===== src/design/nsdr_pkg.sv =====
// ----------------------------------------------------------------------------
// nsdr_pkg
// Shared types and constants of the n-step discounted return builder.
// ----------------------------------------------------------------------------
package nsdr_pkg;

    localparam int MAX_WINDOW_DEF = 8;

    localparam int CFG_DATA_W  = 16;
    localparam int CFG_INDEX_W = 1;

    typedef enum logic [CFG_INDEX_W-1:0] {
        CFG_GAMMA         = 1'b0,
        CFG_WINDOW_LENGTH = 1'b1
    } cfg_index_t;

    localparam logic [15:0] GAMMA_RESET         = 16'd32440;
    localparam logic [3:0]  WINDOW_LENGTH_RESET = 4'd8;
    localparam logic [15:0] GAMMA_ONE           = 16'd32768;

    // Q1.15 rounding
    localparam int ROUND_HALF = 16384;
    localparam int FRAC_SHIFT = 15;

    typedef struct packed {
        logic [15:0]        cur_state_id;
        logic [7:0]         act;
        logic signed [31:0] reward;
        logic [15:0]        next_state_id;
        logic signed [31:0] next_value;
        logic               episode_done;
    } item_t;

endpackage


===== src/design/nsdr_in_if.sv =====
// ----------------------------------------------------------------------------
// nsdr_in_if
// Transition channel: valid/ready handshake with one transition as payload.
// ----------------------------------------------------------------------------
interface nsdr_in_if;
    logic               valid;
    logic               ready;
    logic [15:0]        cur_state_id;
    logic [7:0]         act;
    logic signed [31:0] reward;
    logic [15:0]        next_state_id;
    logic signed [31:0] next_value;
    logic               episode_done;

    modport source
    (
        output valid, cur_state_id, act, reward, next_state_id, next_value, episode_done,
        input  ready
    );

    modport sink
    (
        input  valid, cur_state_id, act, reward, next_state_id, next_value, episode_done,
        output ready
    );
endinterface


===== src/design/nsdr_out_if.sv =====
// ----------------------------------------------------------------------------
// nsdr_out_if
// Result channel: valid/ready handshake with one n-step return as payload.
// ----------------------------------------------------------------------------
interface nsdr_out_if;
    logic               valid;
    logic               ready;
    logic [15:0]        out_state_id;
    logic [7:0]         out_action;
    logic signed [31:0] discounted_return;
    logic [15:0]        out_next_state_id;
    logic               out_done;
    logic               last;

    modport source
    (
        output valid, out_state_id, out_action, discounted_return, out_next_state_id,
               out_done, last,
        input  ready
    );

    modport sink
    (
        input  valid, out_state_id, out_action, discounted_return, out_next_state_id,
               out_done, last,
        output ready
    );
endinterface


===== src/design/n_step_discounted_return_top.sv =====
// ----------------------------------------------------------------------------
// n_step_discounted_return_top
// Flow: a transition that causes no result is retired after the window check;
//   each result sums n rewards and, unless the episode ends, a bootstrap term
//   in the single multiply-accumulate pipeline that reads the window buffer
//   one entry per cycle.
// Throughput: one transition at a time in the engine; the two-slot queue
//   keeps intake open while a result waits at the output register.
// Reset: clears window count, head and tail pointers and handshake state, sets
//   gamma and window length to their defaults; window storage is not cleared.
// ----------------------------------------------------------------------------
module n_step_discounted_return_top import nsdr_pkg::*;
#(
    parameter int MAX_WINDOW = MAX_WINDOW_DEF
)
(
    input  logic                   clk,
    input  logic                   rst_n,
    input  logic                   cfg_we,
    input  logic [CFG_INDEX_W-1:0] cfg_index,
    input  logic [CFG_DATA_W-1:0]  cfg_data,
    nsdr_in_if.sink                in_ch,
    nsdr_out_if.source             out_ch
);

    localparam int CNT_W = $clog2(MAX_WINDOW + 1);

    logic             push_valid;
    logic             push_ready;
    item_t            push_item;
    logic             pop_valid;
    logic             pop_ready;
    item_t            pop_item;
    logic [15:0]      gamma_clamped;
    logic [CNT_W-1:0] len_clamped;

    nsdr_front #(.MAX_WINDOW(MAX_WINDOW)) u_front
    (
        .clk           (clk),
        .rst_n         (rst_n),
        .cfg_we        (cfg_we),
        .cfg_index     (cfg_index),
        .cfg_data      (cfg_data),
        .in_ch         (in_ch),
        .push_valid    (push_valid),
        .push_ready    (push_ready),
        .push_item     (push_item),
        .gamma_clamped (gamma_clamped),
        .len_clamped   (len_clamped)
    );

    nsdr_queue u_queue
    (
        .clk        (clk),
        .rst_n      (rst_n),
        .push_valid (push_valid),
        .push_ready (push_ready),
        .push_item  (push_item),
        .pop_valid  (pop_valid),
        .pop_ready  (pop_ready),
        .pop_item   (pop_item)
    );

    nsdr_back #(.MAX_WINDOW(MAX_WINDOW)) u_back
    (
        .clk           (clk),
        .rst_n         (rst_n),
        .pop_valid     (pop_valid),
        .pop_ready     (pop_ready),
        .pop_item      (pop_item),
        .gamma_clamped (gamma_clamped),
        .len_clamped   (len_clamped),
        .out_ch        (out_ch)
    );

endmodule


===== src/design/nsdr_front.sv =====
// ----------------------------------------------------------------------------
// nsdr_front
// Configuration registers, transition intake and clamping of gamma and
// window length into the ranges the back end works with.
// ----------------------------------------------------------------------------
module nsdr_front import nsdr_pkg::*;
#(
    parameter int MAX_WINDOW = MAX_WINDOW_DEF
)
(
    input  logic                               clk,
    input  logic                               rst_n,
    input  logic                               cfg_we,
    input  logic [CFG_INDEX_W-1:0]             cfg_index,
    input  logic [CFG_DATA_W-1:0]              cfg_data,
    nsdr_in_if.sink                            in_ch,
    output logic                               push_valid,
    input  logic                               push_ready,
    output item_t                              push_item,
    output logic [15:0]                        gamma_clamped,
    output logic [$clog2(MAX_WINDOW+1)-1:0]    len_clamped
);

    localparam int CNT_W = $clog2(MAX_WINDOW + 1);
    localparam int LW    = (CNT_W > 4) ? CNT_W : 4;

    logic [15:0]   gamma_reg;
    logic [3:0]    wlen_reg;
    logic [LW-1:0] wlen_ext;

    always_ff @(posedge clk or negedge rst_n)
    begin
        if (!rst_n)
        begin
            gamma_reg <= GAMMA_RESET;
            wlen_reg  <= WINDOW_LENGTH_RESET;
        end
        else if (cfg_we)
        begin
            case (cfg_index)
                CFG_GAMMA:         gamma_reg <= cfg_data;
                CFG_WINDOW_LENGTH: wlen_reg  <= cfg_data[3:0];
                default:           ;
            endcase
        end
    end

    // gamma above one acts as one
    assign gamma_clamped = (gamma_reg > GAMMA_ONE) ? GAMMA_ONE : gamma_reg;

    assign wlen_ext = LW'(wlen_reg);

    always_comb
    begin
        if (wlen_reg == 4'd0)
            len_clamped = CNT_W'(1);
        else if (wlen_ext > LW'(MAX_WINDOW))
            len_clamped = CNT_W'(MAX_WINDOW);
        else
            len_clamped = CNT_W'(wlen_ext);
    end

    assign push_valid  = in_ch.valid;
    assign in_ch.ready = push_ready;

    assign push_item = '{
        cur_state_id:  in_ch.cur_state_id,
        act:           in_ch.act,
        reward:        in_ch.reward,
        next_state_id: in_ch.next_state_id,
        next_value:    in_ch.next_value,
        episode_done:  in_ch.episode_done
    };

endmodule


===== src/design/nsdr_queue.sv =====
// ----------------------------------------------------------------------------
// nsdr_queue
// Two-slot queue between intake and the return engine.
// ----------------------------------------------------------------------------
module nsdr_queue import nsdr_pkg::*;
(
    input  logic  clk,
    input  logic  rst_n,
    input  logic  push_valid,
    output logic  push_ready,
    input  item_t push_item,
    output logic  pop_valid,
    input  logic  pop_ready,
    output item_t pop_item
);

    item_t slot0_reg;
    item_t slot1_reg;
    logic  v0_reg;
    logic  v1_reg;
    logic  push;
    logic  pop;

    assign push_ready = !v1_reg;
    assign pop_valid  = v0_reg;
    assign pop_item   = slot0_reg;
    assign push       = push_valid && push_ready;
    assign pop        = v0_reg && pop_ready;

    always_ff @(posedge clk or negedge rst_n)
    begin
        if (!rst_n)
        begin
            v0_reg <= 1'b0;
            v1_reg <= 1'b0;
        end
        else if (pop)
        begin
            if (v1_reg)
            begin
                // advance the second slot; no push can happen while full
                slot0_reg <= slot1_reg;
                v1_reg    <= 1'b0;
            end
            else
            begin
                v0_reg <= push;
                if (push)
                    slot0_reg <= push_item;
            end
        end
        else if (push)
        begin
            if (!v0_reg)
            begin
                slot0_reg <= push_item;
                v0_reg    <= 1'b1;
            end
            else
            begin
                slot1_reg <= push_item;
                v1_reg    <= 1'b1;
            end
        end
    end

endmodule


===== src/design/nsdr_back.sv =====
// ----------------------------------------------------------------------------
// nsdr_back
// Return engine: keeps the transition window in a circular buffer and runs
// one multiply-accumulate pipeline over it for each emitted return.
// ----------------------------------------------------------------------------
module nsdr_back import nsdr_pkg::*;
#(
    parameter int MAX_WINDOW = MAX_WINDOW_DEF
)
(
    input  logic                            clk,
    input  logic                            rst_n,
    input  logic                            pop_valid,
    output logic                            pop_ready,
    input  item_t                           pop_item,
    input  logic [15:0]                     gamma_clamped,
    input  logic [$clog2(MAX_WINDOW+1)-1:0] len_clamped,
    nsdr_out_if.source                      out_ch
);

    localparam int CNT_W  = $clog2(MAX_WINDOW + 1);
    localparam int PTR_W  = (MAX_WINDOW > 1) ? $clog2(MAX_WINDOW) : 1;
    localparam int PROD_W = 49;
    localparam int ACC_W  = PROD_W + $clog2(MAX_WINDOW + 2);

    typedef enum logic [2:0] {IDLE, CHECK, RUN, DRAIN, FIN} state_t;

    function automatic logic [PTR_W-1:0] ptr_inc(input logic [PTR_W-1:0] p);
        if (p == PTR_W'(MAX_WINDOW - 1))
            ptr_inc = '0;
        else
            ptr_inc = p + 1'b1;
    endfunction

    // window storage
    logic signed [31:0] reward_mem [MAX_WINDOW];
    logic [15:0]        tag_mem    [MAX_WINDOW];
    logic [7:0]         act_mem    [MAX_WINDOW];

    state_t             state_reg;
    logic [PTR_W-1:0]   head_reg;
    logic [PTR_W-1:0]   tail_reg;
    logic [PTR_W-1:0]   rd_ptr_reg;
    logic [CNT_W-1:0]   count_reg;
    logic [CNT_W-1:0]   t_reg;
    logic [CNT_W-1:0]   n_reg;
    logic [CNT_W-1:0]   len_reg;
    logic [15:0]        g_reg;
    logic [15:0]        pw_reg;
    logic               done_reg;
    logic signed [31:0] nv_reg;
    logic [15:0]        ntag_reg;

    logic               a_valid_reg;
    logic               a_nv_reg;
    logic [15:0]        a_pw_reg;
    logic signed [31:0] rd_data_reg;
    logic               b_valid_reg;
    logic signed [PROD_W-1:0] prod_reg;
    logic signed [ACC_W-1:0]  acc_reg;
    logic signed [31:0] res_reg;
    logic [15:0]        oldest_tag_reg;
    logic [7:0]         oldest_act_reg;

    logic               out_valid_reg;
    logic [15:0]        out_state_id_reg;
    logic [7:0]         out_action_reg;
    logic signed [31:0] out_return_reg;
    logic [15:0]        out_next_id_reg;
    logic               out_done_reg;
    logic               out_last_reg;

    logic                     pop_fire;
    logic                     out_free;
    logic                     more;
    logic                     last_calc;
    logic [CNT_W-1:0]         cnt_after;
    logic [31:0]              pw_prod;
    logic [15:0]              pw_next;
    logic signed [31:0]       op;
    logic signed [PROD_W-1:0] op_ext;
    logic signed [PROD_W-1:0] pw_ext;
    logic signed [PROD_W-1:0] prod_full;
    logic signed [ACC_W-1:0]  rnd;
    logic signed [ACC_W-1:0]  shr;
    logic [ACC_W-32:0]        hi;
    logic signed [31:0]       sat;

    assign pop_ready = (state_reg == IDLE);
    assign pop_fire  = pop_valid && pop_ready;
    assign out_free  = !out_valid_reg || out_ch.ready;

    assign more      = (count_reg >= len_reg) || (done_reg && (count_reg != '0));
    assign cnt_after = count_reg - 1'b1;
    assign last_calc = !((cnt_after >= len_reg) || (done_reg && (cnt_after != '0)));

    // next gamma power, rounded Q1.15
    assign pw_prod = {16'd0, pw_reg} * {16'd0, g_reg} + 32'(ROUND_HALF);
    assign pw_next = pw_prod[30:15];

    assign op        = a_nv_reg ? nv_reg : rd_data_reg;
    assign op_ext    = {{(PROD_W-32){op[31]}}, op};
    assign pw_ext    = {{(PROD_W-16){1'b0}}, a_pw_reg};
    assign prod_full = op_ext * pw_ext;

    // round to Q16.16 and saturate
    assign rnd = acc_reg + ACC_W'(ROUND_HALF);
    assign shr = rnd >>> FRAC_SHIFT;
    assign hi  = shr[ACC_W-1:31];

    always_comb
    begin
        if ((&hi) || !(|hi))
            sat = shr[31:0];
        else if (shr[ACC_W-1])
            sat = 32'sh8000_0000;
        else
            sat = 32'sh7FFF_FFFF;
    end

    always_ff @(posedge clk)
    begin
        if (pop_fire)
        begin
            reward_mem[tail_reg] <= pop_item.reward;
            tag_mem[tail_reg]    <= pop_item.cur_state_id;
            act_mem[tail_reg]    <= pop_item.act;
        end
        rd_data_reg    <= reward_mem[rd_ptr_reg];
        oldest_tag_reg <= tag_mem[head_reg];
        oldest_act_reg <= act_mem[head_reg];
    end

    always_ff @(posedge clk or negedge rst_n)
    begin
        if (!rst_n)
        begin
            state_reg     <= IDLE;
            head_reg      <= '0;
            tail_reg      <= '0;
            count_reg     <= '0;
            a_valid_reg   <= 1'b0;
            b_valid_reg   <= 1'b0;
            out_valid_reg <= 1'b0;
        end
        else
        begin
            a_valid_reg <= 1'b0;
            b_valid_reg <= a_valid_reg;
            prod_reg    <= prod_full;
            if (b_valid_reg)
                acc_reg <= acc_reg + {{(ACC_W-PROD_W){prod_reg[PROD_W-1]}}, prod_reg};

            if (out_valid_reg && out_ch.ready)
                out_valid_reg <= 1'b0;

            case (state_reg)
                IDLE:
                begin
                    if (pop_fire)
                    begin
                        nv_reg    <= pop_item.next_value;
                        done_reg  <= pop_item.episode_done;
                        ntag_reg  <= pop_item.next_state_id;
                        g_reg     <= gamma_clamped;
                        len_reg   <= len_clamped;
                        tail_reg  <= ptr_inc(tail_reg);
                        count_reg <= count_reg + 1'b1;
                        state_reg <= CHECK;
                    end
                end
                CHECK:
                begin
                    if (more)
                    begin
                        n_reg      <= (count_reg < len_reg) ? count_reg : len_reg;
                        t_reg      <= '0;
                        pw_reg     <= GAMMA_ONE;
                        rd_ptr_reg <= head_reg;
                        acc_reg    <= '0;
                        state_reg  <= RUN;
                    end
                    else
                        state_reg <= IDLE;
                end
                RUN:
                begin
                    if (t_reg != n_reg)
                    begin
                        a_valid_reg <= 1'b1;
                        a_nv_reg    <= 1'b0;
                        a_pw_reg    <= pw_reg;
                        rd_ptr_reg  <= ptr_inc(rd_ptr_reg);
                        t_reg       <= t_reg + 1'b1;
                        pw_reg      <= pw_next;
                    end
                    else
                    begin
                        // bootstrap term only when the episode goes on
                        if (!done_reg)
                        begin
                            a_valid_reg <= 1'b1;
                            a_nv_reg    <= 1'b1;
                            a_pw_reg    <= pw_reg;
                        end
                        state_reg <= DRAIN;
                    end
                end
                DRAIN:
                begin
                    if (!a_valid_reg && !b_valid_reg)
                    begin
                        res_reg   <= sat;
                        state_reg <= FIN;
                    end
                end
                FIN:
                begin
                    if (out_free)
                    begin
                        out_valid_reg    <= 1'b1;
                        out_state_id_reg <= oldest_tag_reg;
                        out_action_reg   <= oldest_act_reg;
                        out_return_reg   <= res_reg;
                        out_next_id_reg  <= ntag_reg;
                        out_done_reg     <= done_reg;
                        out_last_reg     <= last_calc;
                        // drop the oldest entry
                        head_reg         <= ptr_inc(head_reg);
                        count_reg        <= cnt_after;
                        state_reg        <= CHECK;
                    end
                end
                default:
                    state_reg <= IDLE;
            endcase
        end
    end

    assign out_ch.valid             = out_valid_reg;
    assign out_ch.out_state_id      = out_state_id_reg;
    assign out_ch.out_action        = out_action_reg;
    assign out_ch.discounted_return = out_return_reg;
    assign out_ch.out_next_state_id = out_next_id_reg;
    assign out_ch.out_done          = out_done_reg;
    assign out_ch.last              = out_last_reg;

    assert property (@(posedge clk) disable iff (!rst_n)
        count_reg <= CNT_W'(MAX_WINDOW))
        else $error("window count above capacity");

    assert property (@(posedge clk) disable iff (!rst_n)
        (state_reg == FIN) |-> (!a_valid_reg && !b_valid_reg))
        else $error("result taken before the accumulate pipeline drained");

    assert property (@(posedge clk) disable iff (!rst_n)
        $rose(out_valid_reg) |-> $past(state_reg == FIN))
        else $error("result loaded outside the finish step");

    assert property (@(posedge clk) disable iff (!rst_n)
        (state_reg == RUN) |-> (t_reg <= n_reg && n_reg <= count_reg))
        else $error("term counter ran past the window");

endmodule


===== src/flat_wrapper.sv =====
// flat-port wrapper written by rule: the top's interface ports become plain ports
module n_step_discounted_return_top_flat import nsdr_pkg::*;
#(
    parameter int MAX_WINDOW = MAX_WINDOW_DEF
)
  (clk, rst_n, cfg_we, cfg_index, cfg_data, in_ch_valid, in_ch_cur_state_id, in_ch_act, in_ch_reward, in_ch_next_state_id, in_ch_next_value, in_ch_episode_done, in_ch_ready, out_ch_valid, out_ch_out_state_id, out_ch_out_action, out_ch_discounted_return, out_ch_out_next_state_id, out_ch_out_done, out_ch_last, out_ch_ready);
  nsdr_in_if in_ch_i ();
  nsdr_out_if out_ch_i ();
  input  logic clk;
  input  logic rst_n;
  input  logic cfg_we;
  input  logic [CFG_INDEX_W-1:0] cfg_index;
  input  logic [CFG_DATA_W-1:0] cfg_data;
  input wire logic [$bits(in_ch_i.valid)-1:0] in_ch_valid;
  input wire logic [$bits(in_ch_i.cur_state_id)-1:0] in_ch_cur_state_id;
  input wire logic [$bits(in_ch_i.act)-1:0] in_ch_act;
  input wire logic [$bits(in_ch_i.reward)-1:0] in_ch_reward;
  input wire logic [$bits(in_ch_i.next_state_id)-1:0] in_ch_next_state_id;
  input wire logic [$bits(in_ch_i.next_value)-1:0] in_ch_next_value;
  input wire logic [$bits(in_ch_i.episode_done)-1:0] in_ch_episode_done;
  output wire logic [$bits(in_ch_i.ready)-1:0] in_ch_ready;
  output wire logic [$bits(out_ch_i.valid)-1:0] out_ch_valid;
  output wire logic [$bits(out_ch_i.out_state_id)-1:0] out_ch_out_state_id;
  output wire logic [$bits(out_ch_i.out_action)-1:0] out_ch_out_action;
  output wire logic [$bits(out_ch_i.discounted_return)-1:0] out_ch_discounted_return;
  output wire logic [$bits(out_ch_i.out_next_state_id)-1:0] out_ch_out_next_state_id;
  output wire logic [$bits(out_ch_i.out_done)-1:0] out_ch_out_done;
  output wire logic [$bits(out_ch_i.last)-1:0] out_ch_last;
  input wire logic [$bits(out_ch_i.ready)-1:0] out_ch_ready;
  assign in_ch_i.valid = in_ch_valid;
  assign in_ch_i.cur_state_id = in_ch_cur_state_id;
  assign in_ch_i.act = in_ch_act;
  assign in_ch_i.reward = in_ch_reward;
  assign in_ch_i.next_state_id = in_ch_next_state_id;
  assign in_ch_i.next_value = in_ch_next_value;
  assign in_ch_i.episode_done = in_ch_episode_done;
  assign in_ch_ready = in_ch_i.ready;
  assign out_ch_valid = out_ch_i.valid;
  assign out_ch_out_state_id = out_ch_i.out_state_id;
  assign out_ch_out_action = out_ch_i.out_action;
  assign out_ch_discounted_return = out_ch_i.discounted_return;
  assign out_ch_out_next_state_id = out_ch_i.out_next_state_id;
  assign out_ch_out_done = out_ch_i.out_done;
  assign out_ch_last = out_ch_i.last;
  assign out_ch_i.ready = out_ch_ready;
  n_step_discounted_return_top #(.MAX_WINDOW(MAX_WINDOW)) u_core (.clk(clk), .rst_n(rst_n), .cfg_we(cfg_we), .cfg_index(cfg_index), .cfg_data(cfg_data), .in_ch(in_ch_i), .out_ch(out_ch_i));
endmodule

===== config.mk =====
export PLATFORM = sky130hd
export DESIGN_NAME = n_step_discounted_return_top_flat
export DESIGN_NICKNAME = d
export VERILOG_FILES = /design/src/design/nsdr_pkg.sv /design/src/design/nsdr_in_if.sv /design/src/design/nsdr_out_if.sv /design/src/design/n_step_discounted_return_top.sv /design/src/design/nsdr_front.sv /design/src/design/nsdr_queue.sv /design/src/design/nsdr_back.sv /design/src/flat_wrapper.sv
export SDC_FILE = /design/constraint.sdc
export NUM_CORES = 2
export LEC_CHECK = 0
export BUFFER_PORTS_ARGS = -buffer_cell sky130_fd_sc_hd__clkbuf_2
export CORE_ASPECT_RATIO = 0.6
export CORE_MARGIN = 2
export CORE_UTILIZATION = 58
export CTS_CLUSTER_DIAMETER = 100
export DETAILED_ROUTE_END_ITERATION = 8
export MAX_ROUTING_LAYER = met4
export PLACE_DENSITY_LB_ADDON = 0.15
export RECOVER_POWER = 50
export SYNTH_ARGS = -nofsm -noshare
export SYNTH_HDL_FRONTEND = slang
export SYNTH_HIERARCHICAL = 1
export SYNTH_SLANG_ARGS = --single-unit

===== constraint.sdc =====
create_clock -name clk -period 7.6 [get_ports clk]
set_input_delay 1.14 -clock clk [delete_from_list [all_inputs] [get_ports clk]]
set_output_delay 1.14 -clock clk [all_outputs]
set_load 0.005 [all_outputs]

-- After elaboration in Yosys (flattened, before gate mapping)
Memory sizes are Yosys's and may differ from the RTL's. A register that Yosys moved wholly into a read port is not among the register bits.
Index checks and enable logic that the tools add are counted.
Widths: inputs -> output; s select.
- RAM bits: 448
- memories kept: 3
- register bits: 569
- output and inout port bits: 76
- order comparisons: 5
- equality and inequality tests: 17
- multipliers: 2
- add/subtract/negate cells: 9
- bitwise gates (word level): 2
- multiplexer cells: 51
- reduce and logical (&&, ||, !) cells: 44
- memories (name ; words ; width ; rd ports ; clocked after memory_dff ; wr ports ; line ; text):
    u_core.u_back.reward_mem ; 8 ; 32 ; 1 ; 1 ; 1 ; nsdr_back.sv:36 ; logic signed [31:0] reward_mem [MAX_WINDOW];
    u_core.u_back.tag_mem ; 8 ; 16 ; 1 ; 1 ; 1 ; nsdr_back.sv:37 ; logic [15:0] tag_mem [MAX_WINDOW];
    u_core.u_back.act_mem ; 8 ; 8 ; 1 ; 1 ; 1 ; nsdr_back.sv:38 ; logic [7:0] act_mem [MAX_WINDOW];
- operators by type and width (kind ; number):
    $mux 105 ; 5
    $mux 53 ; 3
    $mux 32 ; 3
    $mux 16 ; 4
    $add 53x16->53 const B ; 1
    $add 53x53->53 ; 1
    $mul 32x17->49 ; 1
    $pmux 16 s2 ; 1
    $add 31x15->31 const B ; 1
    $mul 16x16->31 ; 1
    $mux 3 ; 9
    $mux 4 ; 6
    $reduce_and 3->1 ; 6
    $gt 16x16->1 const B ; 1
    $ne 2x2->1 const B ; 8
    $pmux 4 s2 ; 2
    $reduce_and 4->1 ; 4
    $mux 1 ; 15
    $pmux 3 s5 ; 1
    $eq 3x3->1 const B ; 4
    $reduce_and 2->1 ; 6
    $reduce_bool 2->1 ; 5
    $add 3x1->3 const B ; 3
    $add 4x1->4 const B ; 2
    20 further kinds ; 37

-- Logic depth before layout (Yosys ltp)
- word-level depth: 5
- mapped depth: 28
- depth with buffers taken out: 27

-- Hierarchy
Netlist, hierarchy kept.
- modules (own cells, without submodules) (module ; cells each ; area each (µm²) ; instances ; sequential area each (µm²)):
    nsdr_back ; 4820 ; 59575.9 ; 1 ; 24613.6
    nsdr_queue ; 342 ; 7888.8 ; 1 ; 6356.1
    nsdr_front ; 173 ; 1760.4 ; 1 ; 514.2

-- Worst setup path after synthesis
No wires, ideal clock.
- path kind: in2reg
- start point: in in_ch_valid
- end point: reg u_core/u_queue/slot1_reg[0] (netlist bit), enable pin
- stages: 3
- buffers on the path: 1
- slack: -1527 ps
- data arrival time: 8428 ps
- setup time: 698 ps
- cell sequence: buf_4 > nand2b_1 > nor3_1
- longest elaborated chain between the ends: 2
- ends and longest elaborated chain (item ; line ; text):
    start, declared ; flat_wrapper.sv:14 ; input wire logic [$bits(in_ch_i.valid)-1:0] in_ch_valid;
    $logic_and 1x1->1 ; nsdr_queue.sv:27 ; assign push = push_valid && push_ready;
    $reduce_and 4->1 (no line) ; -- ;
    end signal, assigned ; nsdr_queue.sv:61 ; slot1_reg <= push_item;
    end, declared ; nsdr_queue.sv:18 ; item_t slot1_reg;
Every way passes these cells.
A chain may end at the register's enable or synchronous reset.

-- Final worst setup path
- start point: reg u_core.u_back.a_nv_reg
- end point: reg u_core.u_back.prod_reg[43] (data pin)
- longest elaborated chain between the ends: 2
- ends and longest elaborated chain (item ; line ; text):
    start, declared ; nsdr_back.sv:55 ; logic a_nv_reg;
    start signal, assigned ; nsdr_back.sv:191 ; a_nv_reg <= 1'b0;
    start signal, assigned ; nsdr_back.sv:203 ; a_nv_reg <= 1'b1;
    $mux 32 ; nsdr_back.sv:101 ; assign op = a_nv_reg ? nv_reg : rd_data_reg;
    $mul 32x17->49 ; nsdr_back.sv:104 ; assign prod_full = op_ext * pw_ext;
    net u_core.u_back.prod_full[43] ; nsdr_back.sv:83 ; logic signed [PROD_W-1:0] prod_full;
    end signal, assigned ; nsdr_back.sv:150 ; prod_reg <= prod_full;
    end, declared ; nsdr_back.sv:59 ; logic signed [PROD_W-1:0] prod_reg;
The timed path passes the listed nets, and every way through them passes these cells.

==> metrics.cfg <==
[critical_path]
rrSetupSlack_ns = 0.23
cp.arrival_ns = 7.81
crit_family = adder cells
cp_slowest_stage_delay_ns = 0.53
cp_common_cell = fa_1
crit_type = flip-flop to flip-flop
rr_worst_depth = 25
cp-end-kind = flip-flop
critPathBufInv = 5
cp.required_ns = 8.04
crit_slowest_cell = fa_1
cp_max_fo = 15
cp-start-kind = flip-flop
crit_cells = 25

[die]
rows = 98
pin_count = 203
fp.dieW_microns = 450
floorplan.initialDensity = 0.583
fp.coreArea_sq_um = 119000
die_h_microns = 272
dieArea_sq_um = 122000

[clocking]
holdBufCountCts = 0
cts_tree = built
clock_latency_ns = 0.73
cts_buffers = 96
cts.clk_slew.worst_paths_ns = 0.07
clk_path_buf_depth = 3
h-tree-depth = 3
clock_tree.root_cell = clkbuf_16
clock_sinks = 1073

[synth]
synth_ff_type = edfxtp_1
synth_compound_area_frac = 0.0384
synth_xor_xnor_area_share = 0.0194
synthAdderAreaFrac = 0.251
syn_nets = 6440
syn_inst = 5335
ys_seq_area_frac = 0.455
async_reset_ff_frac = 0.0354
netlist_area_sq_um = 69200
synth_edf_count = 979
ys_types = 88
yosys.area_share.simple = 0.0874
synth_top_family_by_area = adder cells
yosys_register_bits = 1073
avgSynthCellArea_sq_um = 13.0
synth_mux_area_frac = 0.0801
yosys_warnings = 6

[global_routing]
grt_max_degree = 83
grt_pass1_wl_mm = 241
grt_pass1_vias = 42200
grt_use_total = 0.263
antenna_found_initial = 4
grt-ovfl-total = 0
met3_usage = 0.0567
use_met1 = 0.385
busiest_layer = met2
met2_usage = 0.387

[detailed_routing]
vias = 39700
wl_mm = 150
drc = 0
wl_per_cell_microns = 21.0
antenna_left = 0
first_iter_violations = 3158
drt_first_pass_iters = 5
avgViaCountPerCell = 5.56

[final_layout]
largestRegisters = u_core/u_back/reward_mem: 256 flops, u_core/u_back/tag_mem: 128 flops
design_area_sq_um = 74800
drive_above_1_share = 0.143
largest_register = u_core/u_back/reward_mem
largest_register_ffs = 256
finish.utilization = 0.630
nets = 6565
instances_no_fill = 7146
area_growth_pct = 8.10
n_fill_cell = 9103

[sta]
fin_ws_ns = 0.227
setup_viol = 0
worst_pin_slew_ns = 1.42
slew_viol_final = 0
min_period_ns = 7.37
rsz0062_at_grt = true
max_freq_mhz = 136
relSlewSlack = 0.0516
hold_violations = 0
finalCritPeriodShare = 0.970
clock_skew_ns = 0.0538

[placed_design]
dpl_cell_area_sq_um = 71700
dp_cells = 6951
dp_slack_ns = 0.153
port_buffers = 202
gp_congestion = 0.910
post-dp-hpwl_mm = 108

[worst_hold_path]
hold_class = flip-flop to flip-flop
hold_path_depth = 0

[job]
drv_cap = 0

[status]
outcome = finished clean

-- Yosys cell counts, drive strengths merged, types with 5 or more instances --
cell type	number	share of area
nand4	15	0.0014
a211oi	20	0.0022
xor2	58	0.0073
mux2	222	0.039
o21bai	17	0.0018
and3	27	0.0026
edfxtp	979	0.42
dfxtp	56	0.016
nand2b	26	0.0023
mux4	112	0.036
fa	683	0.20
dfstp	11	0.0042
nor4	5	0.00045
o21ai	90	0.0075
dfrtp	27	0.0098
o211ai	7	0.00083
a31o	5	0.00063
a41oi	5	0.00074
and4	6	0.00076
inv	825	0.045
nor2b	34	0.0032
a221oi	5	0.00089
o22ai	6	0.00054
and2	361	0.033
nor3	26	0.0020
nand3	40	0.0030
buf	142	0.015
o21a	15	0.0016
a21oi	133	0.010
mux2i	30	0.0043
xnor2	95	0.012
nor2	155	0.0085
nand2	519	0.028
a21o	54	0.0059
a31oi	13	0.0012
clkbuf	163	0.0088
ha	295	0.053
-- final cells by class --
class,instances,area (sq um),area share
clock buffer,139,2680,0.0358
inverter,825,3100,0.0414
timing repair buffer,332,1990,0.0265
multi-input combinational,3132,33100,0.442
tap,1600,2000,0.0268
clock inverter,42,479,0.00640
antenna,3,7.51,0.000100
sequential,1073,31500,0.421
-- layout by cell type (no fill, tap or decap), types with 17 or more instances in the layout --
cell	synthesis	final
xor2_1	58	58
a211oi_1	19	19
nand3_1	38	38
dfxtp_1	56	56
and2_1	358	358
nor2b_1	33	34
and3_1	23	22
o21ai_0	65	63
o21ai_2	18	18
inv_1	825	825
nor2_1	154	144
clkbuf_1	163	140
fa_1	683	683
buf_4	108	106
mux2_4	60	61
clkbuf_2	0	107
o21bai_1	17	17
mux2i_1	30	30
nand2_1	518	517
a21oi_1	124	122
mux4_2	112	112
xnor2_1	95	95
mux2_2	161	158
edfxtp_1	979	979
dfrtp_1	27	24
a21o_1	54	54
ha_1	295	293
clkbuf_16	0	99
nor3_1	25	22
nand2b_1	26	26
-- path summary, 6_finish.rpt --
| kind | from | to |
|---|---|---|
| hold / removal | u_core/u_back/a_valid_reg | u_core/u_back/b_valid_reg |
| setup / recovery | u_core/u_back/a_nv_reg | u_core/u_back/prod_reg[43] |
| hold reg to reg | u_core/u_back/a_valid_reg | u_core/u_back/b_valid_reg |
| min in group asynchronous | rst_n | u_core/u_front/gamma_reg[1] |
| max in group asynchronous | rst_n | u_core/u_back/head_reg[0] |
| setup reg to reg | u_core/u_back/a_nv_reg | u_core/u_back/prod_reg[43] |
-- worst register-to-register path: cells and delay by family, from the launching register on --
kind / cells / cell delay, ns
xor gates and xnor gates: 1 / 0.16
muxes: 1 / 0.38
DFF: 1 / 0.43
and+or+nand+nor: 1 / 0.10
AOI/OAI and AO/OA: 10 / 2.25
buffers and inverters: 5 / 0.54
adders and majority gates: 7 / 3.25
-- timing repair --
item	CTS	global route
setup buffers	0	10
setup endpoints to repair	0	10
gates resized for setup	0	19
-- kinds of logic after synthesis --
| logic type | Yosys count |
|---|---|
| AOI/OAI and AO/OA | 405 |
| xor gates and xnor gates | 153 |
| adders and majority gates | 978 |
| buffers and inverters | 1130 |
| DFF | 1073 |
| muxes | 364 |
| and+or+nand+nor | 1232 |
-- metrics by stage --
| stage | hold WS (ns) | setup TNS, ns |
|---|---|---|
| global placement | 0.358 | 0 |
| finish | 0.378 | 0 |
| global route | 0.402 | -0.0820 |
| CTS | 0.376 | 0 |
| detailed placement | 0.362 | 0 |
| floorplan | 0.355 | 0 |
-- routing by layer --
| layer | part of all wire | up-vias |
|---|---|---|
| met3 | 0.080 | 174 |
| li1 | - | 17900 |
| met1 | 0.46 | 20400 |
| met2 | 0.45 | 1316 |
| met4 | 0.015 | 0 |
| met5 | 0 | - |
Power is not shown: default switching activity piles up to over one toggle a cycle in this logic, so the estimate is an artifact.
